### src/rtl/core/lls_pkg.sv
package lls_pkg;

    localparam int MAX_LINE      = 1024;
    localparam int MESSAGE_BOUND = 160;

    // position counts up to MAX_LINE, a byte index stays below it
    localparam int POS_W = $clog2(MAX_LINE + 1);
    localparam int IDX_W = $clog2(MAX_LINE);

    localparam int TAG_CAP_W = 9;
    localparam int MSG_CAP_W = 11;
    localparam int LEVEL_W   = 3;
    localparam int OFF_W     = 10;
    localparam int TAG_LEN_W = 8;
    localparam int MSG_LEN_W = 10;

    localparam logic [TAG_CAP_W-1:0] TAG_CAP_RESET = TAG_CAP_W'(32);
    localparam logic [MSG_CAP_W-1:0] MSG_CAP_RESET = MSG_CAP_W'(161);

    // register index taken from paddr[2]
    localparam logic REG_TAG_CAP = 1'b0;
    localparam logic REG_MSG_CAP = 1'b1;

    localparam logic [LEVEL_W-1:0] LVL_UNKNOWN = 3'd0;
    localparam logic [LEVEL_W-1:0] LVL_INFO    = 3'd1;
    localparam logic [LEVEL_W-1:0] LVL_WARN    = 3'd2;
    localparam logic [LEVEL_W-1:0] LVL_ERROR   = 3'd3;
    localparam logic [LEVEL_W-1:0] LVL_DEBUG   = 3'd4;
    localparam logic [LEVEL_W-1:0] LVL_VERBOSE = 3'd5;

    localparam logic [7:0] CH_ESC    = 8'h1B;
    localparam logic [7:0] CH_LBRACK = 8'h5B;
    localparam logic [7:0] CH_M      = 8'h6D;
    localparam logic [7:0] CH_CR     = 8'h0D;
    localparam logic [7:0] CH_LF     = 8'h0A;
    localparam logic [7:0] CH_SPACE  = 8'h20;
    localparam logic [7:0] CH_LPAREN = 8'h28;
    localparam logic [7:0] CH_RPAREN = 8'h29;
    localparam logic [7:0] CH_COLON  = 8'h3A;
    localparam logic [7:0] CH_I      = 8'h49;
    localparam logic [7:0] CH_W      = 8'h57;
    localparam logic [7:0] CH_E      = 8'h45;
    localparam logic [7:0] CH_D      = 8'h44;
    localparam logic [7:0] CH_V      = 8'h56;

    typedef enum logic [3:0] {
        PH_START,
        PH_ESC1,
        PH_ESCBODY,
        PH_LEVEL,
        PH_SP1,
        PH_PAREN,
        PH_TS,
        PH_SP2,
        PH_TAG,
        PH_DONE,
        PH_FAIL
    } phase_t;

    // line state after the last byte, handed to the descriptor stage
    typedef struct packed {
        logic               done;
        logic               esc_open;
        logic [LEVEL_W-1:0] level;
        logic [POS_W-1:0]   tag_begin;
        logic [IDX_W-1:0]   separator;
        logic [POS_W-1:0]   trimmed_end;
        logic [POS_W-1:0]   escape_end;
        logic               overflow;
    } line_rec_t;

endpackage

### src/rtl/core/lls_regs.sv
module lls_regs (
    input  logic                           clk,
    input  logic                           rst_n,
    input  logic                           psel,
    input  logic                           penable,
    input  logic                           pwrite,
    input  logic [2:0]                     paddr,
    input  logic [31:0]                    pwdata,
    output logic [31:0]                    prdata,
    output logic                           pready,
    output logic [lls_pkg::TAG_CAP_W-1:0]  tag_capacity,
    output logic [lls_pkg::MSG_CAP_W-1:0]  message_capacity
);
    import lls_pkg::*;

    logic [TAG_CAP_W-1:0] tag_cap_reg;
    logic [MSG_CAP_W-1:0] msg_cap_reg;
    logic                 wr_en;

    assign pready = 1'b1;
    assign wr_en  = psel && penable && pwrite;

    always_ff @(posedge clk or negedge rst_n)
    begin
        if (!rst_n)
        begin
            tag_cap_reg <= TAG_CAP_RESET;
            msg_cap_reg <= MSG_CAP_RESET;
        end
        else if (wr_en)
        begin
            case (paddr[2])
                REG_TAG_CAP: tag_cap_reg <= pwdata[TAG_CAP_W-1:0];
                REG_MSG_CAP: msg_cap_reg <= pwdata[MSG_CAP_W-1:0];
                default:     tag_cap_reg <= tag_cap_reg;
            endcase
        end
    end

    always_comb
    begin
        case (paddr[2])
            REG_TAG_CAP: prdata = 32'(tag_cap_reg);
            REG_MSG_CAP: prdata = 32'(msg_cap_reg);
            default:     prdata = '0;
        endcase
    end

    assign tag_capacity     = tag_cap_reg;
    assign message_capacity = msg_cap_reg;

endmodule

### src/rtl/core/lls_scan.sv
module lls_scan (
    input  logic               clk,
    input  logic               rst_n,
    input  logic [7:0]         line_byte,
    input  logic               line_last,
    input  logic               line_valid,
    output logic               line_ready,
    input  logic               out_free,
    output lls_pkg::line_rec_t rec,
    output logic               rec_load
);
    import lls_pkg::*;

    logic [7:0]         byte_reg;
    logic               last_reg;
    logic               hold_reg;

    phase_t             phase_reg, phase_next;
    logic [POS_W-1:0]   position_reg, position_next;
    logic [POS_W-1:0]   trimmed_end_reg, trimmed_end_next;
    logic [POS_W-1:0]   escape_end_reg, escape_end_next;
    logic [POS_W-1:0]   tag_begin_reg, tag_begin_next;
    logic [IDX_W-1:0]   separator_reg, separator_next;
    logic [LEVEL_W-1:0] level_reg, level_next;
    logic               colon_reg, colon_next;
    logic               overflow_reg, overflow_next;

    logic               process;
    logic [IDX_W-1:0]   idx;
    logic [POS_W-1:0]   idx_plus;
    logic [LEVEL_W-1:0] byte_level;

    function automatic logic [LEVEL_W-1:0] level_of(input logic [7:0] c);
        logic [LEVEL_W-1:0] lv;
        begin
            case (c)
                CH_I:    lv = LVL_INFO;
                CH_W:    lv = LVL_WARN;
                CH_E:    lv = LVL_ERROR;
                CH_D:    lv = LVL_DEBUG;
                CH_V:    lv = LVL_VERBOSE;
                default: lv = LVL_UNKNOWN;
            endcase
            return lv;
        end
    endfunction

    // a last byte waits here until the result register can take its descriptor
    assign process    = hold_reg && (!last_reg || out_free);
    assign line_ready = !hold_reg || process;
    assign rec_load   = process && last_reg;
    assign byte_level = level_of(byte_reg);

    always_ff @(posedge clk or negedge rst_n)
    begin
        if (!rst_n)
        begin
            hold_reg <= 1'b0;
        end
        else if (line_valid && line_ready)
        begin
            hold_reg <= 1'b1;
        end
        else if (process)
        begin
            hold_reg <= 1'b0;
        end
    end

    always_ff @(posedge clk)
    begin
        if (line_valid && line_ready)
        begin
            byte_reg <= line_byte;
            last_reg <= line_last;
        end
    end

    // saturating byte index
    always_comb
    begin
        if (position_reg >= POS_W'(MAX_LINE))
        begin
            idx           = IDX_W'(MAX_LINE - 1);
            position_next = position_reg;
            overflow_next = 1'b1;
        end
        else
        begin
            idx           = position_reg[IDX_W-1:0];
            position_next = position_reg + POS_W'(1);
            overflow_next = overflow_reg;
        end
        idx_plus = POS_W'(idx) + POS_W'(1);
    end

    always_comb
    begin
        phase_next = phase_reg;
        case (phase_reg)
            PH_START:
            begin
                if (byte_reg == CH_ESC)
                    phase_next = PH_ESC1;
                else if (byte_level != LVL_UNKNOWN)
                    phase_next = PH_SP1;
                else
                    phase_next = PH_FAIL;
            end
            PH_ESC1:    phase_next = (byte_reg == CH_LBRACK) ? PH_ESCBODY : PH_FAIL;
            PH_ESCBODY: phase_next = (byte_reg == CH_M) ? PH_LEVEL : PH_ESCBODY;
            PH_LEVEL:   phase_next = (byte_level != LVL_UNKNOWN) ? PH_SP1 : PH_FAIL;
            PH_SP1:     phase_next = (byte_reg == CH_SPACE) ? PH_PAREN : PH_FAIL;
            PH_PAREN:   phase_next = (byte_reg == CH_LPAREN) ? PH_TS : PH_FAIL;
            PH_TS:      phase_next = (byte_reg == CH_RPAREN) ? PH_SP2 : PH_TS;
            PH_SP2:     phase_next = (byte_reg == CH_SPACE) ? PH_TAG : PH_FAIL;
            PH_TAG:
            begin
                if (colon_reg && byte_reg == CH_SPACE)
                    phase_next = PH_DONE;
            end
            default:    phase_next = phase_reg;
        endcase
    end

    always_comb
    begin
        trimmed_end_next = trimmed_end_reg;
        escape_end_next  = escape_end_reg;
        tag_begin_next   = tag_begin_reg;
        separator_next   = separator_reg;
        level_next       = level_reg;
        colon_next       = colon_reg;

        if (byte_reg != CH_CR && byte_reg != CH_LF)
            trimmed_end_next = idx_plus;

        case (phase_reg)
            PH_START,
            PH_LEVEL:
            begin
                if (!(phase_reg == PH_START && byte_reg == CH_ESC) && byte_level != LVL_UNKNOWN)
                    level_next = byte_level;
            end
            PH_ESCBODY:
            begin
                if (byte_reg == CH_M)
                    escape_end_next = idx_plus;
            end
            PH_SP2:
            begin
                if (byte_reg == CH_SPACE)
                begin
                    tag_begin_next = idx_plus;
                    colon_next     = 1'b0;
                end
            end
            PH_TAG:
            begin
                if (!(colon_reg && byte_reg == CH_SPACE))
                begin
                    if (byte_reg == CH_COLON)
                    begin
                        separator_next = idx;
                        colon_next     = 1'b1;
                    end
                    else
                    begin
                        colon_next = 1'b0;
                    end
                end
            end
            default:
            begin
                colon_next = colon_reg;
            end
        endcase
    end

    always_comb
    begin
        rec.done        = (phase_next == PH_DONE);
        rec.esc_open    = (phase_next == PH_ESC1) || (phase_next == PH_ESCBODY);
        rec.level       = level_next;
        rec.tag_begin   = tag_begin_next;
        rec.separator   = separator_next;
        rec.trimmed_end = trimmed_end_next;
        rec.escape_end  = escape_end_next;
        rec.overflow    = overflow_next;
    end

    always_ff @(posedge clk or negedge rst_n)
    begin
        if (!rst_n)
        begin
            phase_reg       <= PH_START;
            position_reg    <= '0;
            trimmed_end_reg <= '0;
            escape_end_reg  <= '0;
            tag_begin_reg   <= '0;
            separator_reg   <= '0;
            level_reg       <= LVL_UNKNOWN;
            colon_reg       <= 1'b0;
            overflow_reg    <= 1'b0;
        end
        else if (process)
        begin
            if (last_reg)
            begin
                phase_reg       <= PH_START;
                position_reg    <= '0;
                trimmed_end_reg <= '0;
                escape_end_reg  <= '0;
                tag_begin_reg   <= '0;
                separator_reg   <= '0;
                level_reg       <= LVL_UNKNOWN;
                colon_reg       <= 1'b0;
                overflow_reg    <= 1'b0;
            end
            else
            begin
                phase_reg       <= phase_next;
                position_reg    <= position_next;
                trimmed_end_reg <= trimmed_end_next;
                escape_end_reg  <= escape_end_next;
                tag_begin_reg   <= tag_begin_next;
                separator_reg   <= separator_next;
                level_reg       <= level_next;
                colon_reg       <= colon_next;
                overflow_reg    <= overflow_next;
            end
        end
    end

    assert property (@(posedge clk) disable iff (!rst_n)
        rec_load |=> (position_reg == '0) && (phase_reg == PH_START) && !overflow_reg)
        else $error("line state not cleared after last byte");

    assert property (@(posedge clk) disable iff (!rst_n)
        colon_reg |-> (phase_reg == PH_TAG) || (phase_reg == PH_DONE))
        else $error("colon flag set outside tag scan");

endmodule

### src/rtl/core/lls_desc.sv
module lls_desc (
    input  logic                           clk,
    input  logic                           rst_n,
    input  lls_pkg::line_rec_t             rec,
    input  logic                           rec_load,
    input  logic [lls_pkg::TAG_CAP_W-1:0]  tag_capacity,
    input  logic [lls_pkg::MSG_CAP_W-1:0]  message_capacity,
    output logic                           out_free,
    output logic                           desc_valid,
    input  logic                           desc_ready,
    output logic [lls_pkg::LEVEL_W-1:0]    level_code,
    output logic                           parsed_ok,
    output logic [lls_pkg::OFF_W-1:0]      tag_offset,
    output logic [lls_pkg::TAG_LEN_W-1:0]  tag_length,
    output logic [lls_pkg::OFF_W-1:0]      message_offset,
    output logic [lls_pkg::MSG_LEN_W-1:0]  message_length,
    output logic                           line_too_long
);
    import lls_pkg::*;

    localparam int CW = (POS_W > MSG_CAP_W) ? POS_W : MSG_CAP_W;

    logic                 valid_reg;
    logic [LEVEL_W-1:0]   level_reg, level_next;
    logic                 ok_reg, ok_next;
    logic [OFF_W-1:0]     toff_reg, toff_next;
    logic [TAG_LEN_W-1:0] tlen_reg, tlen_next;
    logic [OFF_W-1:0]     moff_reg, moff_next;
    logic [MSG_LEN_W-1:0] mlen_reg, mlen_next;
    logic                 long_reg;

    logic [POS_W-1:0]     mstart;
    logic [POS_W-1:0]     msg_begin;
    logic [POS_W-1:0]     tag_span;
    logic [POS_W-1:0]     msg_span;
    logic [CW-1:0]        tag_clip;
    logic [CW-1:0]        msg_clip;

    function automatic logic [POS_W-1:0] sub_floor(input logic [POS_W-1:0] a,
                                                   input logic [POS_W-1:0] b);
        begin
            return (a > b) ? a - b : '0;
        end
    endfunction

    function automatic logic [CW-1:0] clip_cap(input logic [CW-1:0] n,
                                               input logic [CW-1:0] cap);
        logic [CW-1:0] lim;
        begin
            lim = cap - CW'(1);
            if (cap == '0)
                return '0;
            return (n < lim) ? n : lim;
        end
    endfunction

    function automatic logic [OFF_W-1:0] sat_off(input logic [POS_W-1:0] v);
        begin
            return (v > POS_W'(MAX_LINE - 1)) ? OFF_W'(MAX_LINE - 1) : OFF_W'(v);
        end
    endfunction

    assign out_free = !valid_reg || desc_ready;

    always_comb
    begin
        mstart    = POS_W'(rec.separator) + POS_W'(2);
        msg_begin = rec.done ? mstart : (rec.esc_open ? '0 : rec.escape_end);
        tag_span  = sub_floor(POS_W'(rec.separator), rec.tag_begin);
        msg_span  = sub_floor(rec.trimmed_end, msg_begin);

        // on success the message is bounded before the capacity clip
        if (rec.done && msg_span > POS_W'(MESSAGE_BOUND))
            msg_span = POS_W'(MESSAGE_BOUND);

        tag_clip = clip_cap(CW'(tag_span), CW'(tag_capacity));
        msg_clip = clip_cap(CW'(msg_span), CW'(message_capacity));

        level_next = rec.done ? rec.level : LVL_UNKNOWN;
        ok_next    = rec.done;
        toff_next  = rec.done ? sat_off(rec.tag_begin) : '0;
        tlen_next  = '0;
        if (rec.done)
            tlen_next = (tag_clip > CW'({TAG_LEN_W{1'b1}})) ? '1 : TAG_LEN_W'(tag_clip);
        moff_next  = sat_off(msg_begin);
        mlen_next  = (msg_clip > CW'({MSG_LEN_W{1'b1}})) ? '1 : MSG_LEN_W'(msg_clip);
    end

    always_ff @(posedge clk or negedge rst_n)
    begin
        if (!rst_n)
        begin
            valid_reg <= 1'b0;
        end
        else if (rec_load)
        begin
            valid_reg <= 1'b1;
        end
        else if (desc_ready)
        begin
            valid_reg <= 1'b0;
        end
    end

    always_ff @(posedge clk)
    begin
        if (rec_load)
        begin
            level_reg <= level_next;
            ok_reg    <= ok_next;
            toff_reg  <= toff_next;
            tlen_reg  <= tlen_next;
            moff_reg  <= moff_next;
            mlen_reg  <= mlen_next;
            long_reg  <= rec.overflow;
        end
    end

    assign desc_valid     = valid_reg;
    assign level_code     = level_reg;
    assign parsed_ok      = ok_reg;
    assign tag_offset     = toff_reg;
    assign tag_length     = tlen_reg;
    assign message_offset = moff_reg;
    assign message_length = mlen_reg;
    assign line_too_long  = long_reg;

    assert property (@(posedge clk) disable iff (!rst_n)
        rec_load |-> out_free)
        else $error("descriptor loaded over a pending result");

    assert property (@(posedge clk) disable iff (!rst_n)
        desc_valid |-> parsed_ok || (tag_length == '0))
        else $error("fallback result with nonempty tag");

    assert property (@(posedge clk) disable iff (!rst_n)
        desc_valid && parsed_ok |-> message_length <= MSG_LEN_W'(MESSAGE_BOUND))
        else $error("parsed message exceeds bound");

    assert property (@(posedge clk) disable iff (!rst_n)
        desc_valid |-> parsed_ok == (level_code != LVL_UNKNOWN))
        else $error("level code disagrees with parse flag");

endmodule

### src/rtl/core/log_line_field_splitter_top.sv
// throughput: one byte per cycle, descriptors included, as long as results are taken
// the byte is registered at the input, the line state and descriptor logic sit behind it
// and a result register holds the descriptor until it is taken
// reset: rst_n clears the line state and valid flags, capacities return to 32 and 161
module log_line_field_splitter_top (
    input  logic                           clk,
    input  logic                           rst_n,
    input  logic                           psel,
    input  logic                           penable,
    input  logic                           pwrite,
    input  logic [2:0]                     paddr,
    input  logic [31:0]                    pwdata,
    output logic [31:0]                    prdata,
    output logic                           pready,
    input  logic [7:0]                     line_byte,
    input  logic                           line_last,
    input  logic                           line_valid,
    output logic                           line_ready,
    output logic [lls_pkg::LEVEL_W-1:0]    level_code,
    output logic                           parsed_ok,
    output logic [lls_pkg::OFF_W-1:0]      tag_offset,
    output logic [lls_pkg::TAG_LEN_W-1:0]  tag_length,
    output logic [lls_pkg::OFF_W-1:0]      message_offset,
    output logic [lls_pkg::MSG_LEN_W-1:0]  message_length,
    output logic                           line_too_long,
    output logic                           desc_valid,
    input  logic                           desc_ready
);
    import lls_pkg::*;

    logic [TAG_CAP_W-1:0] tag_capacity;
    logic [MSG_CAP_W-1:0] message_capacity;
    line_rec_t            rec;
    logic                 rec_load;
    logic                 out_free;

    lls_regs u_regs (
        .clk              (clk),
        .rst_n            (rst_n),
        .psel             (psel),
        .penable          (penable),
        .pwrite           (pwrite),
        .paddr            (paddr),
        .pwdata           (pwdata),
        .prdata           (prdata),
        .pready           (pready),
        .tag_capacity     (tag_capacity),
        .message_capacity (message_capacity)
    );

    lls_scan u_scan (
        .clk        (clk),
        .rst_n      (rst_n),
        .line_byte  (line_byte),
        .line_last  (line_last),
        .line_valid (line_valid),
        .line_ready (line_ready),
        .out_free   (out_free),
        .rec        (rec),
        .rec_load   (rec_load)
    );

    lls_desc u_desc (
        .clk              (clk),
        .rst_n            (rst_n),
        .rec              (rec),
        .rec_load         (rec_load),
        .tag_capacity     (tag_capacity),
        .message_capacity (message_capacity),
        .out_free         (out_free),
        .desc_valid       (desc_valid),
        .desc_ready       (desc_ready),
        .level_code       (level_code),
        .parsed_ok        (parsed_ok),
        .tag_offset       (tag_offset),
        .tag_length       (tag_length),
        .message_offset   (message_offset),
        .message_length   (message_length),
        .line_too_long    (line_too_long)
    );

endmodule

### config.mk
export PLATFORM = sky130hd
export DESIGN_NAME = log_line_field_splitter_top
export DESIGN_NICKNAME = d
export VERILOG_FILES = /design/src/rtl/core/lls_pkg.sv /design/src/rtl/core/lls_regs.sv /design/src/rtl/core/lls_scan.sv /design/src/rtl/core/lls_desc.sv /design/src/rtl/core/log_line_field_splitter_top.sv
export SDC_FILE = /design/constraint.sdc
export NUM_CORES = 1
export LEC_CHECK = 0
export BUFFER_PORTS_ARGS = -buffer_cell sky130_fd_sc_hd__clkbuf_2
export CORE_MARGIN = 2
export CORE_UTILIZATION = 35
export CTS_BUF_LIST = sky130_fd_sc_hd__clkbuf_8
export DETAILED_ROUTE_END_ITERATION = 12
export GPL_ROUTABILITY_DRIVEN = 1
export GPL_TIMING_DRIVEN = 0
export HOLD_SLACK_MARGIN = 0.02
export RECOVER_POWER = 100
export SYNTH_ARGS = -nofsm -noshare
export SYNTH_HDL_FRONTEND = slang
export SYNTH_SLANG_ARGS = --single-unit
### constraint.sdc
create_clock -name clk -period 14.1 [get_ports clk]
set_input_delay 2.82 -clock clk [delete_from_list [all_inputs] [get_ports clk]]
set_output_delay 2.82 -clock clk [all_outputs]
set_load 0.02 [all_outputs]
== After elaboration in Yosys (flattened, before gate mapping) ==
Cells that the tools add are included.
Storage, ports and cells
  flip-flop bits (word level): 137
  logic and storage cells: 155
  bits of input ports: 51
Cells by class
  add/sub/neg operators: 7
  eq/ne operators: 28
  muxes and demuxes: 57
  bitwise logic cells: 1
  reduce and logical (&&, ||, !) cells: 30
  order comparisons: 10
Operator list (count)
  11-bit two-way mux: 21
  32-bit one-hot mux with 2 select lines: 1
  10-bit two-way mux: 6
  8-bit by 7-bit == test with 1-bit output, second input constant: 7
  4-bit one-hot mux with 9 select lines: 1
  11-bit by 10-bit greater-than comparator with 1-bit output, second input constant: 3
  8-bit by 6-bit == test with 1-bit output, second input constant: 4
  4-bit two-way mux: 7
  11-bit by 8-bit greater-than comparator with 1-bit output, second input constant: 2
  11-bit less-than comparator: 2
  4-bit by 3-bit == test with 1-bit output, second input constant: 4
  8-bit by 4-bit != test with 1-bit output, second input constant: 2
  3-bit one-hot mux with 5 select lines: 1
  1-bit two-way mux: 14
  4-bit by 2-bit == test with 1-bit output, second input constant: 3
  10-bit by 1-bit adder with 11-bit output, second input constant: 1
  10-bit by 2-bit adder with 11-bit output, second input constant: 1
  11-bit by 1-bit adder with 11-bit output, second input constant: 1
  11-bit >= comparator, second input constant: 1
  10-bit by 11-bit greater-than comparator with 1-bit output: 1
  11-bit greater-than comparator: 1
  11-bit logical NOT: 1
  10-bit by 11-bit subtractor with 11-bit output: 1
  11-bit by 1-bit subtractor with 11-bit output, second input constant: 1
  23 further kinds: 46

== Depth between registers and ports, before layout ==
Gate-level depths: netlist of run 1.
  word-level depth: 19
  gate-level depth with buffers: 32
  mapped depth without buffers: 28

== By module ==
Synthesis of run 1 repeated with hierarchy kept, for this count alone.
Second synthesis, totals
  cell total of the unflattened synthesis: 1095
  area, all modules: 9796.9 um^2
Modules (own cells, without submodules)
  lls_scan: instances 1, area an instance 4366.7 um^2, cells an instance 522, sequential area each 1871.8 um^2
  lls_desc: instances 1, area an instance 4322.9 um^2, cells an instance 494, sequential area each 1316.3 um^2
  lls_regs: instances 1, area an instance 1107.3 um^2, cells an instance 79, sequential area each 505.5 um^2

== Worst setup path before layout of run 1 ==
No wires, ideal clock.
  path kind: register to register
  from: register u_scan.byte_reg[2]
  to: register u_desc.mlen_reg[0], in the netlist u_desc.message_length[0], data pin
  cell stages (with the launch flop): 31
  setup slack: 7.616 ns
  arrival time: 6.208 ns
  buffers on the path: 3
  setup time: 0.276 ns
  cell sequence: edfxtp_1 clkbuf_1 nor4_1 a41oi_1 o221ai_1 nand4b_1 or3_1 a21boi_1 buf_2 nor2_1 a21oi_1 ha_1 clkbuf_1 a21o_1 a221oi_1 o31ai_1 xor2_1 a211o_1 o2bb2ai_2 nand2_1 inv_1 ha_1 a21o_1 a21o_1 a21o_1 a21o_1 a21oi_1 o211ai_1 a21o_4 a211oi_4 o21ai_0
Between the ends
  word-level cells in the longest chain between the ends: 19
  elaborated cells on any way between the ends: 51
  those cells by class: 2 x add/sub; 4 x order compare; 17 x eq/ne; 23 x mux; 5 x reduce/logical
Ends and longest elaborated chain
  from (decl): RTL line lls_scan.sv:14  | logic [7:0] byte_reg;
  from (signal assigned): RTL line lls_scan.sv:74  | byte_reg <= line_byte;
  8-bit by 7-bit == test with 1-bit output: RTL line lls_scan.sv:36  | case (c)
  3-bit one-hot mux with 5 select lines: RTL line lls_scan.sv:36
  3-bit nonzero test: RTL line lls_scan.sv:105, lls_scan.sv:112
  4-bit two-way mux: RTL line lls_scan.sv:105, lls_scan.sv:112
  4-bit two-way mux: RTL line lls_scan.sv:103  | if (byte_reg == CH_ESC)
  4-bit one-hot mux with 9 select lines: RTL line lls_scan.sv:100  | case (phase_reg)
  4-bit by 1-bit == test with 1-bit output / 4-bit by 2-bit == test with 1-bit output (equally long branches): RTL line lls_scan.sv:183  | rec.esc_open = (phase_next == PH_ESC1) || (phase_next == PH_ESCBODY);
  1-bit logical OR: RTL line lls_scan.sv:183
  11-bit two-way mux (2 in a row): RTL line lls_desc.sv:68  | msg_begin = rec.done ? mstart : (rec.esc_open ? '0 : rec.escape_end);
  11-bit subtractor / 11-bit greater-than comparator (equally long branches): RTL line lls_desc.sv:42  | return (a > b) ? a - b : '0;
  11-bit two-way mux: RTL line lls_desc.sv:42
  11-bit by 8-bit greater-than comparator with 1-bit output: RTL line lls_desc.sv:73  | if (rec.done && msg_span > POS_W'(MESSAGE_BOUND))
  1-bit logical AND: RTL line lls_desc.sv:73
  11-bit two-way mux (*): RTL line lls_desc.sv:73
  11-bit less-than comparator: RTL line lls_desc.sv:53  | return (n < lim) ? n : lim;
  11-bit two-way mux (*) (2 in a row): RTL line lls_desc.sv:53
  11-bit by 10-bit greater-than comparator with 1-bit output: RTL line lls_desc.sv:86  | mlen_next = (msg_clip > CW'({MSG_LEN_W{1'b1}})) ? '1 : MSG_LEN_W'(msg_clip);
  to (signal assigned): RTL line lls_desc.sv:114  | mlen_reg <= mlen_next;
  to (decl): RTL line lls_desc.sv:29  | logic [MSG_LEN_W-1:0] mlen_reg, mlen_next;
Every way passes the cells marked *; elsewhere a longest branch is shown, timed or not.
A chain may end at the register's enable or synchronous reset.

== Worst setup path after layout of run 1 ==
Ends and elaborated chain as after synthesis.

==> out/qor.yml, run 1 <==
run_status:
  status: "finished with violations"
  failed_checks: "max-capacitance violations, max-slew violations"
route:
  vias: 7575
  wl_mm: 24.9
  drc_errors: 0
  vias_per_cell: 5.30
  ant_nets: 0
  wl_per_cell_um: 17.4
  drt_pass1_iterations: 5
  dr.first_iter.drc_count: 494
grt:
  grt_util_all_layers: 0.183
  grt_pass1_wl_mm: 40.0
  grt_pass1_vias: 7102
  antenna_found_initial: 0
  grt_max_degree: 47
  grt-ovfl-total: 0
critical_path:
  crit-reg2reg-launch: "u_scan.byte_reg[2]"
  critPathLaunch: "u_scan.byte_reg[2]"
  critical_path_class: "register to register"
  cpMaxStageDelayCell: "a211oi_1"
  crit_required_ns: 14.24
  start_kind: "register"
  crit_top_cell: "a21o_1"
  end_kind: "register"
  cpPeakStageDelay_ns: 0.79
  cp_max_fo: 10
  arrival_ns: 9.22
synth:
  synth_compound_area_frac: 0.187
  ys_warn_count: 0
  synth_area_sq_mm: 0.00915
  post-synth-top-area-fraction: 0.222
  yosysTopAreaCell: "dfrtp_1"
  synth_top_family_by_area: "compound AO/OA/AOI/OAI gates"
  ys_async_sr_fraction: 0.620
  synth-main-ff-cell: "dfrtp_1"
  synth_fa_ha_area_frac: 0.0673
  yosys-top-cells-area: "dfrtp_1, edfxtp_1, ha_1"
  synth.most_common_cell: "nand2_1"
  synth_edf_count: 52
  ys_ff_latch: 137
  synth_commonest_cells: "nand2_1, dfrtp_1, o21ai_0"
  muxShareOfSynthArea: 0.0801
  ys_seq_area_frac: 0.404
  syn_inst: 955
  synthSimpleGateAreaFrac: 0.166
  ys_types: 86
  synth_area_per_cell_sq_um: 9.58
  synthXorXnorAreaFrac: 0.0354
placed_design:
  dp_hpwl_mm: 18.9
  placed_area_sq_mm: 0.0102
  placed_cells: 1396
  gp_congestion: 0.903
  pre_cts_slack_ns: 6.18
  place.port_buffers: 83
worst_hold_path:
  hold_start: "u_scan.separator_reg[9]"
  holdCritPathClass: "register to register"
pwr:
  power_density_mw_per_mm2: 121
  p_int_mw: 0.783
  netSwitchingFraction: 0.372
  switching_power_mw: 0.463
  p_comb_frac: 0.342
  clkPwrFrac: 0.262
  power.leakage_nw: 4.53
  peakVddDrop_v: 0.0000545
  power_mw: 1.25
  power_frac_seq: 0.397
timing:
  fin_ws_ns: 5.03
  fin_setup_tns_ns: 0
  timing.hold.ws_ns: 0.486
  fin_crit_ns: 9.07
  slew_violations: 88
  setup_viol: 0
  relSlewSlack: -0.666
  fin_skew_ns: 0.0134
  grt_setup_unrepaired: "false"
  worstMarginPinSlew_ns: 2.50
  max_freq_mhz: 110
  hold_violations: 0
  period_share: 0.643
cells_and_area:
  finalNetCount: 1179
  synthToLayoutAreaGrowth_pct: 12.8
  final_layout_size_suffix_gt1_frac: 0.132
  design_area_sq_mm: 0.0103
  final_cells: 1428
  fin_util: 0.399
  antenna_cells: 0
  fillers: 2606
clocking:
  worstSkewPairLatency_ns: 0.46
  cts-root-buf: "clkbuf_8"
  htreeDepth: 4
  cts_sinks: 137
  cts_buffers: 17
  cts_setup_buffers: 0
  clk_path_buf_depth: 2
  hold_buffers: 0
  cts_tree: "done"
  clk_pin_slew_ns: 0.09
  cts_resized: 0
die:
  io_pins: 129
  start_util: 0.354
  rows: 59
  die_w_um: 166
  core_area_sq_mm: 0.0258
  die_area_sq_mm: 0.0275
  fp.dieH_um: 166
run:
  maxCapViolations: 2
-- kinds of logic after synthesis --
logic type      count (synthesis)
fa+ha+maj                      48
other cells                     2
simple gates                  293
compound gates                252
buf+inv                       119
flops                         137
xor+xnor                       37
mux                            67
-- layer usage --
| metal | track usage | routed length [um] | up-vias |
|---|---|---|---|
| met4 | 0.0495 | 409 | 0 |
| met3 | 0.0318 | 1290 | 21 |
| met2 | 0.282 | 11400 | 199 |
| met1 | 0.266 | 11800 | 3663 |
| met5 | 0 | 0 | - |
| li1 | - | - | 3692 |
-- layout make-up --
| cell class | instances | area, sq um | share of cell area |
|---|---|---|---|
| clock buffers | 18 | 248 | 0.0240 |
| plain buffers | 68 | 349 | 0.0338 |
| well taps | 335 | 419 | 0.0406 |
| inverters | 51 | 191 | 0.0185 |
| flip-flops and latches | 137 | 3690 | 0.358 |
| clock inverters | 14 | 138 | 0.0133 |
| repair buffers | 86 | 355 | 0.0344 |
| multi-input cells | 719 | 4930 | 0.477 |
-- worst max-delay path: cells and delay by family, from the launching register on --
kind | cells | cell delay [ns]
AO/OA/AOI/OAI | 17 | 5.02
buffers and inverters | 3 | 0.74
adder cells (fa/ha/maj) | 2 | 0.62
flip-flops | 1 | 0.41
AND/OR/NAND/NOR | 7 | 1.96
-- worst paths after layout --
check / endpoint / slack [ns] / cells past startpoint
setup / recovery: u_desc.message_length[0] / 5.03 / 29
hold / removal: u_scan.separator_reg[9] / 0.49 / 2
setup reg to reg: u_desc.message_length[0] / 5.03 / 29
hold reg to reg: u_scan.separator_reg[9] / 0.49 / 2
max in group asynchronous: u_scan.position_reg[1] / 7.82 / 2
min in group asynchronous: u_regs.message_capacity[10] / 3.13 / 1
-- cells in the final DEF, fill, tap and decap left out, types with 19 or more instances in the layout --
master,instances
o21ai_0,70
inv_1,51
dfrtp_1,81
xnor2_1,22
conb_1,22
ha_1,46
edfxtp_1,52
clkbuf_2,27
clkbuf_1,101
a22o_1,20
nor2_1,63
buf_4,22
mux2_2,38
nand2_1,84
a21oi_1,56
mux2i_1,26
nand3_1,19
-- power groups by stage --
stage	registers, mW	clock network (mW)	logic, mW
global placement	0.502	0	0.435
detailed placement	0.502	0	0.444
global route	0.501	0.352	0.476
CTS	0.494	0.336	0.446
finish	0.494	0.326	0.426
floorplan	0.512	0	0.317
Note: power is estimated with default switching activity, not from simulation.
==> inputs of run 2 (changes only) <==
--- a/config.mk
+++ b/config.mk
@@ -5,6 +5,7 @@
 export SDC_FILE = /design/constraint.sdc
 export NUM_CORES = 1
 export LEC_CHECK = 0
+export ABC_AREA = 1
 export BUFFER_PORTS_ARGS = -buffer_cell sky130_fd_sc_hd__clkbuf_2
 export CORE_MARGIN = 2
 export CORE_UTILIZATION = 35
==> constraint.sdc (replaced) <==
create_clock -name clk -period 7.63 [get_ports clk]
set_input_delay 1.526 -clock clk [delete_from_list [all_inputs] [get_ports clk]]
set_output_delay 1.526 -clock clk [all_outputs]
set_load 0.02 [all_outputs]
==> run 2 against run 1 <==
Against the previous run:
- the flow finishes with violations (design-rule violations, max-capacitance violations, max-slew violations)
- combinational power rose to 2.8 times the previous value
- fmax rose by 40%
- register-to-register slack got worse by 3.9 ns
- non-clock buffer count fell by 14
- largest cell class unchanged
- largest power group is now combinational logic
==> out/qor.yml, run 2 <==
synth:
  ys_types: 58  # -33%
  synth-main-ff-cell: "dfrtp_1"
  syn_inst: 1224  # +28%
  synth_edf_count: 52  # unchanged
  synth_commonest_cells: "nand2_1, inv_1, o21ai_0"
  post-synth-top-area-fraction: 0.217  # -0.00442
  synth_area_per_cell_sq_um: 7.63  # -20%
  ys_seq_area_frac: 0.396  # -0.00806
  yosysTopAreaCell: "dfrtp_1"
  synth.most_common_cell: "nand2_1"
  ys_warn_count: 0  # unchanged
  ys_async_sr_fraction: 0.620  # unchanged
  synth_area_sq_mm: 0.00934  # +2.0%
  ys_ff_latch: 137  # unchanged
  yosys-top-cells-area: "dfrtp_1, edfxtp_1, nand2_1"
timing:
  fin_ws_ns: 1.14  # -3.89 ns
  setup_viol: 0  # unchanged
  hold_violations: 0  # unchanged
  max_freq_mhz: 154  # +40%
  grt_setup_unrepaired: "false"
  worstMarginPinSlew_ns: 2.87  # +0.373 ns
  slew_violations: 124  # +41%
  fin_skew_ns: 0.0222  # +0.00881 ns
  fin_setup_tns_ns: 0  # unchanged
  fin_crit_ns: 6.49  # -2.58 ns
  relSlewSlack: -0.914  # -0.248
  period_share: 0.851  # +0.207
grt:
  grt_busiest_layer: "met2"
  grt.met1_usage: 0.235  # -0.0312
  met2_usage: 0.310  # +0.0283
  antenna_found_initial: 0  # unchanged
  grt-ovfl-total: 0  # unchanged
  grt_util_all_layers: 0.181  # -0.00174
  grt_pass1_vias: 8058  # +13%
  grt_max_degree: 53  # +13%
  met3_usage: 0.0300  # -0.00176
  grt_pass1_wl_mm: 40.5  # +1.4%
critical_path:
  critical_path_class: "register to register"
  ff2ff_setup_slack_ns: 1.14  # -3.89 ns
  reg2reg_depth: 36  # +24%
  cp_max_fo: 10  # unchanged
  cpMaxStageDelayCell: "dfrtp_1"
  start_kind: "register"
  crit_required_ns: 7.84  # -6.40 ns
  crit_top_cell: "nor2_1"
  end_kind: "register"
  cpPeakStageDelay_ns: 0.42  # -0.37 ns
  reg2reg_to: "u_desc.message_length[0]"
  critPathLaunch: "u_scan.phase_reg[1]"
  arrival_ns: 6.70  # -2.52 ns
  crit-reg2reg-launch: "u_scan.phase_reg[1]"
die:
  fp.dieH_um: 167  # +0.99%
  io_pins: 129  # unchanged
  die_w_um: 167  # +0.99%
  die_area_sq_mm: 0.0280  # +2.0%
  core_area_sq_mm: 0.0261  # +1.1%
  start_util: 0.357  # +0.00313
  rows: 59  # unchanged
clocking:
  cts_sinks: 137  # unchanged
  htreeDepth: 4  # unchanged
  clk_pin_slew_ns: 0.10  # about the same
  cts-root-buf: "clkbuf_8"
  worstSkewPairLatency_ns: 0.47  # about the same
  cts_setup_buffers: 0  # unchanged
  cts_tree: "done"
  clk_path_buf_depth: 2  # unchanged
  cts_buffers: 17  # unchanged
  hold_buffers: 0  # unchanged
  cts_resized: 0  # unchanged
cells_and_area:
  final_layout_size_suffix_gt1_frac: 0.115  # -0.0164
  synthToLayoutAreaGrowth_pct: 12.1
  design_area_sq_mm: 0.0105  # +1.4%
  antenna_cells: 0  # unchanged
  most-common-layout-cells: "nand2_1, inv_1, o21ai_0"
  fillers: 2813  # +7.9%
  finalNetCount: 1447  # +23%
  final_common_cell: "nand2_1"
  final_cells: 1696  # +19%
route:
  vias_per_cell: 4.92  # -7.3%
  drc_errors: 9  # +9
  dr.first_iter.drc_count: 585  # +18%
  drt_pass1_iterations: 9  # +4
  wl_mm: 24.7  # -0.96%
  wl_per_cell_um: 14.6  # -17%
  ant_nets: 0  # unchanged
  vias: 8339  # +10%
placed_design:
  dp_hpwl_mm: 19.3  # +2.0%
  place.port_buffers: 83  # unchanged
  gp_congestion: 0.891  # -1.4%
  placed_cells: 1664  # +19%
  placed_area_sq_mm: 0.0103  # +1.4%
  pre_cts_slack_ns: 1.45  # -4.73 ns
worst_hold_path:
  min_path_cells: 2  # unchanged
  holdCritPathClass: "register to register"
  hold_start: "u_scan.escape_end_reg[9]"
  whs_endpoint: "u_scan.escape_end_reg[9]"
pwr:
  power_density_mw_per_mm2: 263  # +120%
  peakVddDrop_v: 0.000101  # +86%
  power.leakage_nw: 5.17  # +14%
run_status:
  failed_checks: "design-rule violations, max-capacitance violations, max-slew violations"
  status: "finished with violations"
run:
  maxCapViolations: 3  # +1
[run 2: changes by cell type after synthesis, sizes merged, moves of 14 or more]
cell,change
o21ai,+38
inv,+108
mux2i,-26
nand3,+73
a21o,-18
mux2,-40
nor2,+51
clkbuf,-14
nand2,+246
xnor2,-15
a22o,-20
[run 2: worst max-delay path, delay by kind of cell, from the launching register on]
kind / cells / cell delay (ns)
buffers and inverters: 7 / 1.26
and+or+nand+nor: 22 / 2.79
AOI/OAI and AO/OA: 5 / 1.13
DFF: 1 / 0.42
adders and majority gates: 2 / 0.61
[run 2: how the worst max path moves through the flow]
stage                                to  depth (start not counted)
2_1_floorplan  u_desc.message_length[0]                         37
3_3_place_gp   u_desc.message_length[0]                         37
3_5_place_dp   u_desc.message_length[6]                         34
4_1_cts        u_desc.message_length[0]                         34
5_1_grt        u_desc.message_length[0]                         36
6_report       u_desc.message_length[0]                         36
[run 2: per-layer routing]
layer / vias up / wire (um)
li1: 4235 / -
met1: 3897 / 11400
met2: 181 / 11600
met3: 26 / 1130
met4: 0 / 488
met5: - / 0
[run 2: kinds of logic after synthesis]
group,count (synthesis),share of synthesized area
simple gates,589,0.287
buf+inv,215,0.102
compound gates,209,0.126
flops,137,0.396
fa+ha+maj,48,0.0659
xor+xnor,23,0.0216
other cells,2,0.000804
mux,1,0.00121
[run 2: layout make-up]
class                           count  area [sq um]  share of cell area
Timing Repair Buffer               85           350              0.0335
Multi-Input combinational cell    892          4670               0.446
Clock inverter                     14           159              0.0152
Inverter                          160           601              0.0574
Buffer                             55           330              0.0316
Tap cell                          335           419              0.0400
Sequential cell                   137          3690               0.353
Clock buffer                       18           248              0.0237
[run 2: through the flow]
stage                     total power [mW]   util  hold slack (ns)
final                                 2.75  0.401            0.487
after detailed placement              2.18  0.394            0.468
after global routing                  2.98  0.401            0.514
after global placement                2.15  0.392            0.460
after CTS                             2.80  0.410            0.489
after floorplan                       1.88      -            0.448
[run 2: power breakdown]
group	switching, mW	internal (mW)	leakage [nW]	total (mW)
combinational	0.784	0.404	3.32	1.19
clock	0.317	0.306	0.209	0.623
sequential	0.0529	0.886	1.64	0.939
